`src/presence_event_window_filter_assert.svh`:
```
// Assertion macros used by the filter's back module.
// Each macro expects signals named clk and rst_n in the enclosing module.
`ifndef PRESENCE_EVENT_WINDOW_FILTER_ASSERT_SVH
`define PRESENCE_EVENT_WINDOW_FILTER_ASSERT_SVH

// A condition that must hold at every clock edge out of reset.
`define PEWF_ASSERT_ALWAYS(lbl, cond, msg) \
  lbl: assert property (@(posedge clk) disable iff (!rst_n) (cond)) else $error(msg);

// A consequence that must hold in the same cycle as its antecedent.
`define PEWF_ASSERT_IMPLY(lbl, ante, cons, msg) \
  lbl: assert property (@(posedge clk) disable iff (!rst_n) (ante) |-> (cons)) else $error(msg);

// A consequence that must hold in the cycle after its antecedent.
`define PEWF_ASSERT_NEXT(lbl, ante, cons, msg) \
  lbl: assert property (@(posedge clk) disable iff (!rst_n) (ante) |=> (cons)) else $error(msg);

`endif

```
`src/pewf_pkg.sv`:
```
`default_nettype none

package pewf_pkg;

  // Field widths fixed by the interface.
  localparam int CNT_W      = 4;
  localparam int ID_W       = 3;
  localparam int THR_W      = 12;
  localparam int WIN_REG_W  = 6;
  localparam int INTV_W     = 8;
  localparam int CFG_IDX_W  = 3;
  localparam int CFG_DATA_W = 12;
  localparam int ENTRY_W    = ID_W + CNT_W;

  // Q4.8 fixed point: one unit is 256.
  localparam int Q48_SHIFT = 8;

  localparam logic [ID_W-1:0] ID_UNKNOWN    = 3'd0;
  localparam logic [ID_W-1:0] ID_LAST_KNOWN = 3'd5;

  localparam logic [INTV_W-1:0] INTV_MAX = 8'hFF;

  // Depth of the command queue between front and back (power of two).
  localparam int QUEUE_DEPTH = 4;

  // Configuration register indexes.
  localparam logic [CFG_IDX_W-1:0] REG_WINDOW_SIZE     = 3'd0;
  localparam logic [CFG_IDX_W-1:0] REG_LOWER_THRESHOLD = 3'd1;
  localparam logic [CFG_IDX_W-1:0] REG_UPPER_THRESHOLD = 3'd2;
  localparam logic [CFG_IDX_W-1:0] REG_KNOWN_FACE_GAIN = 3'd3;
  localparam logic [CFG_IDX_W-1:0] REG_EVENT_INTERVAL  = 3'd4;

  // Reset values of the configuration registers.
  localparam logic [WIN_REG_W-1:0] RST_WINDOW_SIZE     = 6'd10;
  localparam logic [THR_W-1:0]     RST_LOWER_THRESHOLD = 12'd128;
  localparam logic [THR_W-1:0]     RST_UPPER_THRESHOLD = 12'd384;
  localparam logic [THR_W-1:0]     RST_KNOWN_FACE_GAIN = 12'd256;
  localparam logic [INTV_W-1:0]    RST_EVENT_INTERVAL  = 8'd30;

  // Event kinds.
  localparam logic EV_ENTERED = 1'b0;
  localparam logic EV_LEFT    = 1'b1;

  // One classified observation handed from front to back.
  typedef struct packed {
    logic            decide;
    logic [ID_W-1:0]  face_id;
    logic [CNT_W-1:0] face_count;
  } cmd_t;

  // One result item.
  typedef struct packed {
    logic            kind;
    logic [ID_W-1:0] face;
    logic            last;
  } ev_t;

endpackage

`default_nettype wire

```
`src/pewf_ram.sv`:
```
`default_nettype none

module pewf_ram #(
  parameter int WIDTH = 8,
  parameter int DEPTH = 32
) (
  input  wire logic                     clk,
  input  wire logic                     we,
  input  wire logic [$clog2(DEPTH)-1:0] waddr,
  input  wire logic [WIDTH-1:0]         wdata,
  input  wire logic [$clog2(DEPTH)-1:0] raddr,
  output logic      [WIDTH-1:0]         rdata
);

  logic [WIDTH-1:0] mem_r [DEPTH];

  always_ff @(posedge clk) begin
    if (we) begin
      mem_r[waddr] <= wdata;
    end
    rdata <= mem_r[raddr];
  end

endmodule

`default_nettype wire

```
`src/pewf_front.sv`:
```
`default_nettype none

module pewf_front import pewf_pkg::*; #(
  parameter int NUM_IDS = 6
) (
  input  wire logic              clk,
  input  wire logic              rst_n,
  input  wire logic              in_valid,
  output logic                   in_ready,
  input  wire logic [CNT_W-1:0]  in_face_count,
  input  wire logic [ID_W-1:0]   in_face_id,
  input  wire logic              in_frame_end,
  input  wire logic [INTV_W-1:0] event_interval,
  input  wire logic              q_can_push,
  output logic                   q_push,
  output cmd_t                   q_cmd
);

  logic [INTV_W-1:0] interval_r, interval_nxt;
  logic              fire;
  logic              id_known;
  logic              decide;

  assign in_ready = q_can_push;
  assign fire     = in_valid && q_can_push;
  assign q_push   = fire;

  // Identities past the last known one, or past the vote table, count as unknown.
  assign id_known = (in_face_id <= ID_LAST_KNOWN) && (32'(in_face_id) < NUM_IDS);

  // The decision looks at the counter value before this frame end bumps it.
  assign decide = in_frame_end && (interval_r > event_interval);

  always_comb begin
    interval_nxt = interval_r;
    if (fire && in_frame_end) begin
      if (decide) begin
        interval_nxt = '0;
      end else if (interval_r != INTV_MAX) begin
        interval_nxt = interval_r + 1'b1;
      end
    end
  end

  always_comb begin
    q_cmd.decide     = decide;
    q_cmd.face_id    = id_known ? in_face_id : ID_UNKNOWN;
    q_cmd.face_count = in_face_count;
  end

  always_ff @(posedge clk) begin
    if (!rst_n) begin
      interval_r <= '0;
    end else begin
      interval_r <= interval_nxt;
    end
  end

endmodule

`default_nettype wire

```
`src/pewf_queue.sv`:
```
`default_nettype none

module pewf_queue import pewf_pkg::*; (
  input  wire logic clk,
  input  wire logic rst_n,
  input  wire logic push,
  input  cmd_t      push_cmd,
  output logic      can_push,
  output logic      head_valid,
  output cmd_t      head_cmd,
  input  wire logic pop
);

  localparam int AW = $clog2(QUEUE_DEPTH);

  cmd_t          mem_r [QUEUE_DEPTH];
  logic [AW-1:0] wr_r, rd_r;
  logic [AW:0]   cnt_r;

  assign can_push   = (cnt_r != (AW + 1)'(QUEUE_DEPTH));
  assign head_valid = (cnt_r != '0);
  assign head_cmd   = mem_r[rd_r];

  always_ff @(posedge clk) begin
    if (push) begin
      mem_r[wr_r] <= push_cmd;
    end
  end

  always_ff @(posedge clk) begin
    if (!rst_n) begin
      wr_r  <= '0;
      rd_r  <= '0;
      cnt_r <= '0;
    end else begin
      if (push) begin
        wr_r <= wr_r + 1'b1;
      end
      if (pop) begin
        rd_r <= rd_r + 1'b1;
      end
      cnt_r <= cnt_r + (AW + 1)'(push) - (AW + 1)'(pop);
    end
  end

endmodule

`default_nettype wire

```
`src/pewf_back.sv`:
```
`default_nettype none

module pewf_back import pewf_pkg::*; #(
  parameter int MAX_WINDOW = 32,
  parameter int NUM_IDS    = 6
) (
  input  wire logic                                    clk,
  input  wire logic                                    rst_n,
  input  wire logic                                    q_valid,
  input  cmd_t                                         q_cmd,
  output logic                                         q_pop,
  input  wire logic [$clog2(MAX_WINDOW+1)-1:0]         weff,
  input  wire logic [THR_W+$clog2(MAX_WINDOW+1)-1:0]   low_prod,
  input  wire logic [THR_W+$clog2(MAX_WINDOW+1)-1:0]   up_prod,
  input  wire logic [THR_W-1:0]                        gain,
  output logic                                         out_valid,
  input  wire logic                                    out_ready,
  output logic                                         out_event_kind,
  output logic [ID_W-1:0]                              out_event_face,
  output logic                                         out_last
);

  localparam int OW   = $clog2(MAX_WINDOW + 1);
  localparam int PW   = $clog2(MAX_WINDOW);
  localparam int SW   = $clog2(15 * MAX_WINDOW + 1);
  localparam int PRW  = THR_W + OW;
  localparam int SUMW = SW + Q48_SHIFT;
  localparam int CW   = (SUMW > PRW) ? SUMW : PRW;
  localparam int GPW  = OW + THR_W;

  typedef enum logic [2:0] {
    ST_IDLE,
    ST_DROP,
    ST_ARGMAX,
    ST_MUL,
    ST_DECIDE
  } state_t;

  state_t        state_r, state_nxt;
  cmd_t          cur_r, cur_nxt;
  cmd_t          st_cmd;
  logic [OW-1:0] occ_r, occ_nxt;
  logic [PW-1:0] tail_r, tail_nxt;
  logic [PW-1:0] wp_r, wp_nxt;
  logic [SW-1:0] sum_r, sum_nxt;
  logic [OW-1:0] votes_r [NUM_IDS];
  logic [OW-1:0] votes_nxt [NUM_IDS];
  logic          present_r, present_nxt;
  logic [ID_W-1:0] face_r, face_nxt;

  logic [ID_W-1:0] kb_c, kb_r;
  logic [OW-1:0]   kv_c, kv_r;
  logic [GPW-1:0]  prod_r;

  ev_t        slot0_r, slot0_nxt, slot1_r, slot1_nxt;
  logic [1:0] buf_cnt_r, buf_cnt_nxt;
  logic       buf_free;
  logic       out_fire;

  logic               drop_apply;
  logic               do_store;
  logic [ENTRY_W-1:0] ram_rdata;
  logic [ID_W-1:0]    drop_id;
  logic [CNT_W-1:0]   drop_cnt;

  logic [ID_W-1:0] best;
  logic [CW-1:0]   sum256;
  logic            below_low;
  logic            below_up;
  logic [ID_W-1:0] enter_face;
  ev_t             ev_a, ev_b;
  logic [1:0]      ev_n;

  pewf_ram #(
    .WIDTH (ENTRY_W),
    .DEPTH (MAX_WINDOW)
  ) u_ring (
    .clk   (clk),
    .we    (do_store),
    .waddr (wp_r),
    .wdata ({st_cmd.face_id, st_cmd.face_count}),
    .raddr (tail_nxt),
    .rdata (ram_rdata)
  );

  assign drop_id  = ram_rdata[ENTRY_W-1:CNT_W];
  assign drop_cnt = ram_rdata[CNT_W-1:0];
  assign st_cmd   = (state_r == ST_IDLE) ? q_cmd : cur_r;

  assign out_valid      = (buf_cnt_r != 2'd0);
  assign out_fire       = out_valid && out_ready;
  assign out_event_kind = slot0_r.kind;
  assign out_event_face = slot0_r.face;
  assign out_last       = slot0_r.last;
  assign buf_free       = (buf_cnt_r == 2'd0) || ((buf_cnt_r == 2'd1) && out_ready);

  // Known identities share one gain, so their argmax is the largest vote count.
  always_comb begin
    kb_c = ID_UNKNOWN;
    kv_c = '0;
    for (int i = 1; i < NUM_IDS; i++) begin
      if ((i <= int'(ID_LAST_KNOWN)) && (votes_r[i] > kv_c)) begin
        kv_c = votes_r[i];
        kb_c = ID_W'(i);
      end
    end
  end

  // Decision arithmetic: compare against the unknown identity's fixed weight of one.
  always_comb begin
    best       = (prod_r > (GPW'(votes_r[0]) << Q48_SHIFT)) ? kb_r : ID_UNKNOWN;
    sum256     = CW'(sum_r) << Q48_SHIFT;
    below_low  = sum256 < CW'(low_prod);
    below_up   = sum256 < CW'(up_prod);
    enter_face = below_up ? best : ID_UNKNOWN;
    ev_a       = '{kind: EV_LEFT, face: face_r, last: 1'b0};
    ev_b       = '{kind: EV_ENTERED, face: enter_face, last: 1'b1};
    if (below_low) begin
      ev_a.last = 1'b1;
      ev_n      = present_r ? 2'd1 : 2'd0;
    end else if (present_r) begin
      ev_n = 2'd2;
    end else begin
      ev_a = ev_b;
      ev_n = 2'd1;
    end
  end

  always_comb begin
    state_nxt   = state_r;
    cur_nxt     = cur_r;
    q_pop       = 1'b0;
    drop_apply  = 1'b0;
    do_store    = 1'b0;
    present_nxt = present_r;
    face_nxt    = face_r;
    slot0_nxt   = slot0_r;
    slot1_nxt   = slot1_r;
    buf_cnt_nxt = buf_cnt_r;

    if (out_fire) begin
      slot0_nxt   = slot1_r;
      buf_cnt_nxt = buf_cnt_r - 2'd1;
    end

    unique case (state_r)
      ST_IDLE: begin
        if (q_valid) begin
          q_pop   = 1'b1;
          cur_nxt = q_cmd;
          if (occ_r >= weff) begin
            state_nxt = ST_DROP;
          end else begin
            do_store  = 1'b1;
            state_nxt = q_cmd.decide ? ST_ARGMAX : ST_IDLE;
          end
        end
      end
      ST_DROP: begin
        drop_apply = 1'b1;
        if ((occ_r - 1'b1) < weff) begin
          do_store  = 1'b1;
          state_nxt = cur_r.decide ? ST_ARGMAX : ST_IDLE;
        end
      end
      ST_ARGMAX: begin
        state_nxt = ST_MUL;
      end
      ST_MUL: begin
        state_nxt = ST_DECIDE;
      end
      ST_DECIDE: begin
        if ((ev_n == 2'd0) || buf_free) begin
          state_nxt = ST_IDLE;
          if (below_low) begin
            present_nxt = 1'b0;
            face_nxt    = ID_UNKNOWN;
          end else begin
            present_nxt = 1'b1;
            face_nxt    = enter_face;
          end
          if (ev_n != 2'd0) begin
            slot0_nxt   = ev_a;
            slot1_nxt   = ev_b;
            buf_cnt_nxt = ev_n;
          end
        end
      end
      default: begin
        state_nxt = ST_IDLE;
      end
    endcase
  end

  // Ring pointers, running sum and votes.
  always_comb begin
    logic dec_v;
    logic inc_v;
    dec_v    = 1'b0;
    inc_v    = 1'b0;
    occ_nxt  = occ_r - OW'(drop_apply) + OW'(do_store);
    tail_nxt = tail_r;
    wp_nxt   = wp_r;
    if (drop_apply) begin
      tail_nxt = (tail_r == PW'(MAX_WINDOW - 1)) ? '0 : tail_r + 1'b1;
    end
    if (do_store) begin
      wp_nxt = (wp_r == PW'(MAX_WINDOW - 1)) ? '0 : wp_r + 1'b1;
    end
    sum_nxt = sum_r - (drop_apply ? SW'(drop_cnt) : '0) + (do_store ? SW'(st_cmd.face_count) : '0);
    for (int i = 0; i < NUM_IDS; i++) begin
      dec_v        = drop_apply && (32'(drop_id) == i) && (votes_r[i] != '0);
      inc_v        = do_store && (32'(st_cmd.face_id) == i);
      votes_nxt[i] = votes_r[i] + OW'(inc_v) - OW'(dec_v);
    end
  end

  always_ff @(posedge clk) begin
    if (!rst_n) begin
      state_r   <= ST_IDLE;
      occ_r     <= '0;
      tail_r    <= '0;
      wp_r      <= '0;
      sum_r     <= '0;
      present_r <= 1'b0;
      face_r    <= ID_UNKNOWN;
      buf_cnt_r <= 2'd0;
      for (int i = 0; i < NUM_IDS; i++) begin
        votes_r[i] <= '0;
      end
    end else begin
      state_r   <= state_nxt;
      occ_r     <= occ_nxt;
      tail_r    <= tail_nxt;
      wp_r      <= wp_nxt;
      sum_r     <= sum_nxt;
      present_r <= present_nxt;
      face_r    <= face_nxt;
      buf_cnt_r <= buf_cnt_nxt;
      slot0_r   <= slot0_nxt;
      slot1_r   <= slot1_nxt;
      for (int i = 0; i < NUM_IDS; i++) begin
        votes_r[i] <= votes_nxt[i];
      end
    end
  end

  // Payload registers: the argmax settles in the argmax state and its weighted vote in the multiply state.
  always_ff @(posedge clk) begin
    cur_r  <= cur_nxt;
    kb_r   <= kb_c;
    kv_r   <= kv_c;
    prod_r <= GPW'(kv_r) * GPW'(gain);
  end

`include "presence_event_window_filter_assert.svh"

  `PEWF_ASSERT_ALWAYS(a_occ_bound, occ_r <= OW'(MAX_WINDOW), "ring occupancy above capacity")
  `PEWF_ASSERT_IMPLY(a_empty_sum, occ_r == '0, sum_r == '0, "count sum nonzero with empty ring")
  `PEWF_ASSERT_ALWAYS(a_buf_bound, buf_cnt_r <= 2'd2, "event buffer holds more than two items")
  `PEWF_ASSERT_NEXT(a_pair_kept, out_fire && !out_last, out_valid, "second event of a pair lost")

endmodule

`default_nettype wire

```
`src/presence_event_window_filter.sv`:
```
// Presence event filter: turns detector observations into entered/left events.
// Input channel (in_*): one item per observation with face_count, face_id and
// frame_end, taken on in_valid && in_ready. Result channel (out_*): zero, one
// or two event items per observation, taken on out_valid && out_ready; out_last
// marks the final event of an observation. Configuration (cfg_*): a write of
// cfg_wdata to register cfg_index on each cycle cfg_we is high. Writes must
// come only while idle; the block itself does not enforce this. The back end
// takes one item per cycle while the window is filling and no decision runs;
// once it is full, each item first evicts the oldest entry with a ring memory
// read, and after a window shrink further entries are evicted one at a time.
// An item that runs a decision then passes argmax, multiply and compare; its
// events are registered, and a second event is shown once the first is taken.
// A four-entry command queue lets the input side keep accepting items while
// the result side is stalled; a held event pair stalls only decision items.
// Reset (synchronous, active low) empties the window and vote counts, clears
// the interval counter and presence state, and loads the default registers.
// The ring memory needs no clearing pass: only entries already written are read.
`default_nettype none

module presence_event_window_filter import pewf_pkg::*; #(
  parameter int MAX_WINDOW = 32,
  parameter int NUM_IDS    = 6
) (
  input  wire logic                  clk,
  input  wire logic                  rst_n,
  input  wire logic                  cfg_we,
  input  wire logic [CFG_IDX_W-1:0]  cfg_index,
  input  wire logic [CFG_DATA_W-1:0] cfg_wdata,
  input  wire logic                  in_valid,
  output logic                       in_ready,
  input  wire logic [CNT_W-1:0]      in_face_count,
  input  wire logic [ID_W-1:0]       in_face_id,
  input  wire logic                  in_frame_end,
  output logic                       out_valid,
  input  wire logic                  out_ready,
  output logic                       out_event_kind,
  output logic [ID_W-1:0]            out_event_face,
  output logic                       out_last
);

  localparam int OW  = $clog2(MAX_WINDOW + 1);
  localparam int PRW = THR_W + OW;

  // Configuration registers.
  logic [WIN_REG_W-1:0] window_size_r;
  logic [THR_W-1:0]     lower_threshold_r;
  logic [THR_W-1:0]     upper_threshold_r;
  logic [THR_W-1:0]     known_face_gain_r;
  logic [INTV_W-1:0]    event_interval_r;

  // Derived values, refreshed every cycle; they settle after a write, well before
  // any accepted item reaches the decision step.
  logic [OW-1:0]  weff_r;
  logic [PRW-1:0] low_prod_r;
  logic [PRW-1:0] up_prod_r;

  logic q_can_push;
  logic q_push;
  cmd_t q_push_cmd;
  logic q_head_valid;
  cmd_t q_head_cmd;
  logic q_pop;

  always_ff @(posedge clk) begin
    if (!rst_n) begin
      window_size_r     <= RST_WINDOW_SIZE;
      lower_threshold_r <= RST_LOWER_THRESHOLD;
      upper_threshold_r <= RST_UPPER_THRESHOLD;
      known_face_gain_r <= RST_KNOWN_FACE_GAIN;
      event_interval_r  <= RST_EVENT_INTERVAL;
    end else if (cfg_we) begin
      unique case (cfg_index)
        REG_WINDOW_SIZE:     window_size_r     <= cfg_wdata[WIN_REG_W-1:0];
        REG_LOWER_THRESHOLD: lower_threshold_r <= cfg_wdata[THR_W-1:0];
        REG_UPPER_THRESHOLD: upper_threshold_r <= cfg_wdata[THR_W-1:0];
        REG_KNOWN_FACE_GAIN: known_face_gain_r <= cfg_wdata[THR_W-1:0];
        REG_EVENT_INTERVAL:  event_interval_r  <= cfg_wdata[INTV_W-1:0];
        default: begin
        end
      endcase
    end
  end

  // The effective window is the register clamped to one at the bottom and to
  // the ring capacity at the top; it sets both retention and the mean divisor.
  // The mean test count_sum/W < T/256 runs as count_sum*256 < T*W, so the
  // threshold products are prepared here once per configuration.
  always_ff @(posedge clk) begin
    if (window_size_r == '0) begin
      weff_r <= OW'(1);
    end else if (32'(window_size_r) > MAX_WINDOW) begin
      weff_r <= OW'(MAX_WINDOW);
    end else begin
      weff_r <= OW'(window_size_r);
    end
    low_prod_r <= PRW'(lower_threshold_r) * PRW'(weff_r);
    up_prod_r  <= PRW'(upper_threshold_r) * PRW'(weff_r);
  end

  // Front: accepts observations, normalizes the identity and runs the frame
  // interval counter, tagging the items that trigger a decision.
  pewf_front #(
    .NUM_IDS (NUM_IDS)
  ) u_front (
    .clk            (clk),
    .rst_n          (rst_n),
    .in_valid       (in_valid),
    .in_ready       (in_ready),
    .in_face_count  (in_face_count),
    .in_face_id     (in_face_id),
    .in_frame_end   (in_frame_end),
    .event_interval (event_interval_r),
    .q_can_push     (q_can_push),
    .q_push         (q_push),
    .q_cmd          (q_push_cmd)
  );

  pewf_queue u_queue (
    .clk        (clk),
    .rst_n      (rst_n),
    .push       (q_push),
    .push_cmd   (q_push_cmd),
    .can_push   (q_can_push),
    .head_valid (q_head_valid),
    .head_cmd   (q_head_cmd),
    .pop        (q_pop)
  );

  // Back: maintains the ring, running sum and votes, makes decisions and
  // holds up to two events for the result channel.
  pewf_back #(
    .MAX_WINDOW (MAX_WINDOW),
    .NUM_IDS    (NUM_IDS)
  ) u_back (
    .clk            (clk),
    .rst_n          (rst_n),
    .q_valid        (q_head_valid),
    .q_cmd          (q_head_cmd),
    .q_pop          (q_pop),
    .weff           (weff_r),
    .low_prod       (low_prod_r),
    .up_prod        (up_prod_r),
    .gain           (known_face_gain_r),
    .out_valid      (out_valid),
    .out_ready      (out_ready),
    .out_event_kind (out_event_kind),
    .out_event_face (out_event_face),
    .out_last       (out_last)
  );

endmodule

`default_nettype wire

```
`config.mk`:
```
export PLATFORM = sky130hd
export DESIGN_NAME = presence_event_window_filter
export DESIGN_NICKNAME = d
export VERILOG_FILES = /design/src/pewf_pkg.sv /design/src/pewf_ram.sv /design/src/pewf_front.sv /design/src/pewf_queue.sv /design/src/pewf_back.sv /design/src/presence_event_window_filter.sv
export VERILOG_INCLUDE_DIRS = /design/src /design/src/src
export SDC_FILE = /design/constraint.sdc
export NUM_CORES = 1
export LEC_CHECK = 0
export ABC_AREA = 1
export BUFFER_PORTS_ARGS = -buffer_cell sky130_fd_sc_hd__buf_2
export CELL_PAD_IN_SITES_DETAIL_PLACEMENT = 0
export CELL_PAD_IN_SITES_GLOBAL_PLACEMENT = 1
export CORE_ASPECT_RATIO = 1.25
export CORE_MARGIN = 2
export CORE_UTILIZATION = 45
export DETAILED_ROUTE_END_ITERATION = 12
export PLACE_DENSITY_LB_ADDON = 0.1
export SLEW_MARGIN = 20
export SYNTH_ARGS = -nofsm -noshare
export SYNTH_HDL_FRONTEND = slang
export SYNTH_SLANG_ARGS = --single-unit
```
`constraint.sdc`:
```
create_clock -name clk -period 5.4 [get_ports clk]
set_input_delay 0.54 -clock clk [delete_from_list [all_inputs] [get_ports clk]]
set_output_delay 0.54 -clock clk [all_outputs]
set_load 0.02 [all_outputs]
```
# ---- Yosys cells after proc, flatten, opt, wreduce, memory -nomap -nowiden
# Memory sizes are Yosys's and may differ from the RTL's. A register that Yosys moved wholly into a read port is not among the register bits.
# Cells that the tools add are included.
dict set report totals {
  regBits 184
  latchBits 0
  ram_bits 292
  romBits 0
  in_bits 28
  output_inout_bits 7
  wordCells 229
  mem_count 3
}
# memory words width rd rd_clocked_by_memory_dff write_ports line_no
set memory_table {}
lappend memory_table {u_back.u_ring.mem_r 32 7 1 1 1 pewf_ram.sv:15} ;# logic [WIDTH-1:0] mem_r [DEPTH];
lappend memory_table {u_back.votes_r 6 6 6 0 6 pewf_back.sv:46} ;# logic [OW-1:0] votes_r [NUM_IDS];
lappend memory_table {u_queue.mem_r 4 8 1 1 1 pewf_queue.sv:16} ;# cmd_t mem_r [QUEUE_DEPTH];
dict set report op_classes {
  n_addsub 25
  mul 3
  div_mod_pow 0
  magnitude_cmp 14
  n_eq_ne 26
  shifts 0
  muxes 65
  n_bitwise 6
  reduce_logical 55
}
# cell n
set ops {}
lappend ops {{6-bit two-way mux} 12}
lappend ops {{6-bit by 1-bit adder with 6-bit output} 7}
lappend ops {{6-bit by 1-bit subtractor with 6-bit output} 7}
lappend ops {{5-bit two-way mux} 8}
lappend ops {{17-bit by 18-bit less-than comparator with 1-bit output} 2}
lappend ops {{12-bit by 6-bit multiplier with 18-bit output} 2}
lappend ops {{6-bit nonzero test} 6}
lappend ops {{3-bit two-way mux} 10}
lappend ops {{3-bit by 2-bit == test with 1-bit output, second input constant} 8}
lappend ops {{6-bit > comparator} 4}
lappend ops {{1-bit logical AND} 24}
lappend ops {{2-bit two-way mux} 10}
lappend ops {{3-bit == test, second input constant} 6}
lappend ops {{18-bit by 14-bit > comparator with 1-bit output} 1}
lappend ops {{6-bit by 12-bit multiplier with 18-bit output} 1}
lappend ops {{1-bit two-way mux} 17}
lappend ops {{8-bit two-way mux} 2}
lappend ops {{2-bit AND reduction} 8}
lappend ops {{3-bit one-hot mux with 5 select lines} 1}
lappend ops {{3-bit by 1-bit == test with 1-bit output, second input constant} 4}
lappend ops {{3-bit logical NOT} 4}
lappend ops {{4-bit two-way mux} 3}
lappend ops {{5-bit by 1-bit adder with 5-bit output, second input constant} 2}
lappend ops {{5-bit == test, second input constant} 2}
lappend ops {{other kinds (31)} 43}

# ---- Depth between registers and ports, before layout
# An unclocked memory read counts as a cell.
dict set report depth {
  word_depth 11
  ltp_mapped 42
  depth_no_buf 41
}

# ---- Cells and area by module
# A second synthesis with hierarchy kept.
dict set report hier_totals {
  hier_cells 3486
  hier_area_um2 29498.3
}
# mod instances cells_each area_per_inst_um2
set modules_own_cells {}
lappend modules_own_cells {pewf_back 1 1316 9934.5}
lappend modules_own_cells {pewf_ram 1 813 9416.5}
lappend modules_own_cells {presence_event_window_filter 1 1077 7603.5}
lappend modules_own_cells {pewf_queue 1 148 1715.4}
lappend modules_own_cells {pewf_front 1 132 828.3}

# ---- Least setup slack after synthesis
# Ideal clock, no wire load.
dict set report synth_path {
  path_type {reg-to-reg}
  from {memory u_back.votes_r[0][8] (netlist bit)}
  to {register u_back.kv_r[1]}
  setup_ps 114
  t_arrival_ps 5268
  path_slack_ps 18
  path_stages_with_launch 38
  n_path_buf 1
  cell_sequence {dfxtp_1 > inv_1 > ha_1 > nand3_2 > inv_1 > nor2_1 > inv_1 > ha_1 > nand2_1 > nor2_4 > nand2_1 > nand3_2 > nand2_2 > clkbuf_1 > nand3_1 > o21ai_0 > inv_1 > ha_1 > (+2 left out) > nand3_1 > nand2_2 > nand3_1 > and2_1 > ha_1 > nand2_1 > or3_1 > nand2_1 > inv_1 > nand2_1 > nand2_1 > ha_1 > nand2_1 > or3_1 > nand2_1 > inv_1 > nand2_1 > nand2_1}
}
# item line_no
set synth_lines {}
lappend synth_lines {{from (decl)} pewf_back.sv:46}
lappend synth_lines {{to (signal assigned)} pewf_back.sv:252} ;# kv_r <= kv_c;
lappend synth_lines {{to (decl)} pewf_back.sv:52} ;# logic [OW-1:0] kv_c, kv_r;

==> results by group <==
Critical path
  – Slowest CP cell: or3_1
  – CP Launch Type: register
  – Worst path required time: 5930 ps
  – CP arrival: 5770 ps
  – Reg2reg path depth: 38
  – CP max FO: 8
  – Largest stage delay, worst path: 370 ps
  – Setup CP Type: reg2reg
  – Worst path most repeated cell: nand2_4
  – Reg-to-reg slack, setup: 160 ps
  – CP endpoint kind: register

Routing
  – Vias: 20,400
  – DR iter-0 viols: 1,011
  – TritonRoute pass-1 iters: 5
  – Antenna-violating nets left: 0
  – Final wirelength: 67,600 um
  – Routed len/inst: 16.9 um
  – Remaining DRCs: 0
  – Vias per cell: 5.11

Synthesis
  – XOR/XNOR Fraction of Synth Area: 0.0153
  – Post-synthesis cell area: 28,000 um2
  – Synth unique cells: 57
  – Top area cells in the synthesized netlist: edfxtp_1, dfxtp_1, ha_1
  – Yosys warnings: 0
  – Synth cell count leaders: nand2_1, inv_1, nor2_1, edfxtp_1, ha_1
  – Most common cell in the netlist: nand2_1
  – Synth area leader: edfxtp_1
  – Synth Flop Type: edfxtp_1
  – Yosys reg bits: 485
  – Compound-Gate Fraction of Synth Area: 0.0962
  – Post-synth EDFFs: 272
  – Syn avg cell area: 9.14 um2
  – Synth Area in Adders: 0.200
  – Yosys top cell area share: 0.292
  – Sequential area share after synthesis: 0.444
  – Syn Inst Count: 3,060
  – Post-Synth Simple-Gate Area: 0.166
  – Net count of the mapped netlist: 3,455
  – Largest family of logic cells by synthesized area: adder cells
  – Ys async rst share: 0
  – Post-synthesis mux area share: 0

Die
  – Core Box Area: 61,800 um2
  – Die Height: 283 um
  – Starting density of the core: 0.453
  – Row count: 102
  – Chip width: 227 um
  – # IOs: 35
  – Die area: 64,200 um2

STA
  – Clock skew: 18.9 ps
  – Minimum clock period: 5240 ps
  – Setup TNS: 0 ps
  – Fmax: 191 MHz
  – Final Slew Violations: 0
  – Finish-stage setup viols: 0
  – Slew headroom: 0.256
  – RSZ-0062 raised after global routing: yes
  – Tcrit/Tclk final: 0.971
  – Worst-Margin Slew: 1120 ps
  – Final count of hold timing violations: 0
  – Setup WS post-layout: 159 ps

Final layout
  – Reg area: 12,400 um2
  – Footprint of the multi-input gates: 13,800 um2
  – Layout cells sized above 1: 0.0914
  – Filler cell count: 5,857
  – Diode count: 0
  – Final standard cell area without fillers: 31,500 um2
  – Final non-filler cell total: 3,994
  – Final-stage net count: 3,516
  – Area grow syn2layout: 12.5%

Power and ir drop
  – Leakage: 14.4 nW
  – Psw: 7.81 mW
  – Cell Pwr Density: 589 nW/um2
  – VDD IR max: 0.538 mV
  – Clock network fraction of total power: 0.191
  – Pwr Total: 18.5 mW
  – Sequential share of power: 0.284
  – Internal power: 10.7 mW
  – Switching share of power: 0.421
  – Gate power share: 0.525

GRT
  – All-Layer GR Usage: 0.214
  – Largest net degree at the start of global routing: 69
  – Vias in the first global route: 20,700
  – Initial antenna violation count: 0
  – Global route total overflow: 0
  – Global-route wire length before repair: 108,000 um

Hold path
  – Worst hold path class: in2reg
  – Hold Path Depth: 1

CTS
  – Root buf cell: clkbuf_16
  – CTS max path bufs: 3
  – CTS tree: built
  – Worst-skew pair later-pin latency: 600 ps
  – CTS clk-pin slew, worst paths: 60 ps
  – Hold_buf cts: 0
  – Clk sinks: 485
  – H-Tree Depth: 2
  – Number of buffers created by CTS: 50

Placement
  – Port Buffers: 34
  – Place WS: -111 ps
  – DPL Wire Length: 48,200 um
  – Placed Area: 29,200 um2
  – Placed insts: 3,886
  – GP Congestion: 0.830

Flow run
  – Maximum capacitance violations: 0

Run status
  – Outcome: completed
[layout make-up]
type | instances | share of cell area
clock inverter | 32 | 0.0114
timing repair buffer | 105 | 0.0234
inverter | 467 | 0.0559
clock buffer | 61 | 0.0414
sequential | 485 | 0.395
tap | 832 | 0.0331
multi-input combinational | 2012 | 0.440
[power by group through the flow]
stage                     sequential (mW)  combinational [mW]  clock [mW]
after detailed placement             5.34                8.00           0
after CTS                            5.26                8.24        3.62
after floorplan                      5.16                5.42           0
after global placement               5.33                7.81           0
final                                5.27                9.73        3.53
after global routing                 5.33                10.9        3.76
[worst max-delay path: cells and delay by family, from the launching register on]
| kind | cells | cell delay [ps] |
|---|---|---|
| simple gates | 23 | 2620 |
| buf+inv | 8 | 770 |
| flops | 1 | 330 |
| fa+ha+maj | 5 | 1200 |
| compound gates | 2 | 250 |
[final timing paths]
| path | startpoint | to |
|---|---|---|
| worst min register to register | window_size_r[5] | weff_r[5] |
| worst min-delay path | in_face_count[2] | u_queue.mem_r[3][2] |
| worst max register to register | u_back.votes_r[0][9] | u_back.kb_r[1] |
| worst max-delay path | u_back.votes_r[0][9] | u_back.kb_r[1] |
[cells in the final DEF, fill, tap and decap left out, types with 11 or more instances in the layout]
cell / n
nand2_1: 665
inv_1: 452
nor2_1: 286
edfxtp_1: 272
ha_1: 219
dfxtp_1: 210
a21oi_1: 180
o21ai_0: 135
fa_1: 135
nand3_1: 72
buf_4: 66
clkbuf_16: 50
xor2_1: 38
buf_2: 33
o211ai_1: 29
nor3_1: 28
a32o_1: 28
a32oi_1: 24
nand2_2: 22
nand3_2: 14
ha_4: 13
nand2_4: 11
xnor2_1: 11
[state kept, by name, summed over array words and instances (netlist names), 8 cells and up, named ones only]
signal / cells
u_front.interval_r: 8
u_back.sum_r: 9
u_back.cur_r: 8
u_queue.mem_r: 32
event_interval_r: 8
low_prod_r: 18
up_prod_r: 18
lower_threshold_r: 12
u_back.votes_r: 36
u_back.prod_r: 18
upper_threshold_r: 12
u_back.u_ring.mem_r: 224
known_face_gain_r: 12
[through the flow]
step           hold slack (ps)   util
2_1_floorplan              425      -
3_3_place_gp               393  0.473
3_5_place_dp               389  0.473
4_1_cts                    130  0.501
5_1_grt                    138  0.509
6_report                   168  0.509
[timing repair]
item / 4_1_cts / 5_1_grt
gates cloned: 0 / 0
resized for setup: 16 / 98
setup buffers: 3 / 12
pin swaps: 4 / 46
setup endpoints to repair: 9 / 9
[logic make-up (layout without fill, tap and decap cells)]
logic type / Yosys count / count (layout)
compound gates: 452 / 452
xor+xnor: 49 / 49
fa+ha+maj: 367 / 367
buf+inv: 563 / 665
flops: 485 / 485
simple gates: 1144 / 1144
[metal layers]
layer	wire length (um)	vias to the layer above	global-route usage
li1	-	10100	-
met1	28900	9844	0.263
met2	34600	320	0.391
met3	2180	110	0.0248
met4	1950	0	0.0670
met5	0	-	0
Power figures use the tool's default switching activity.
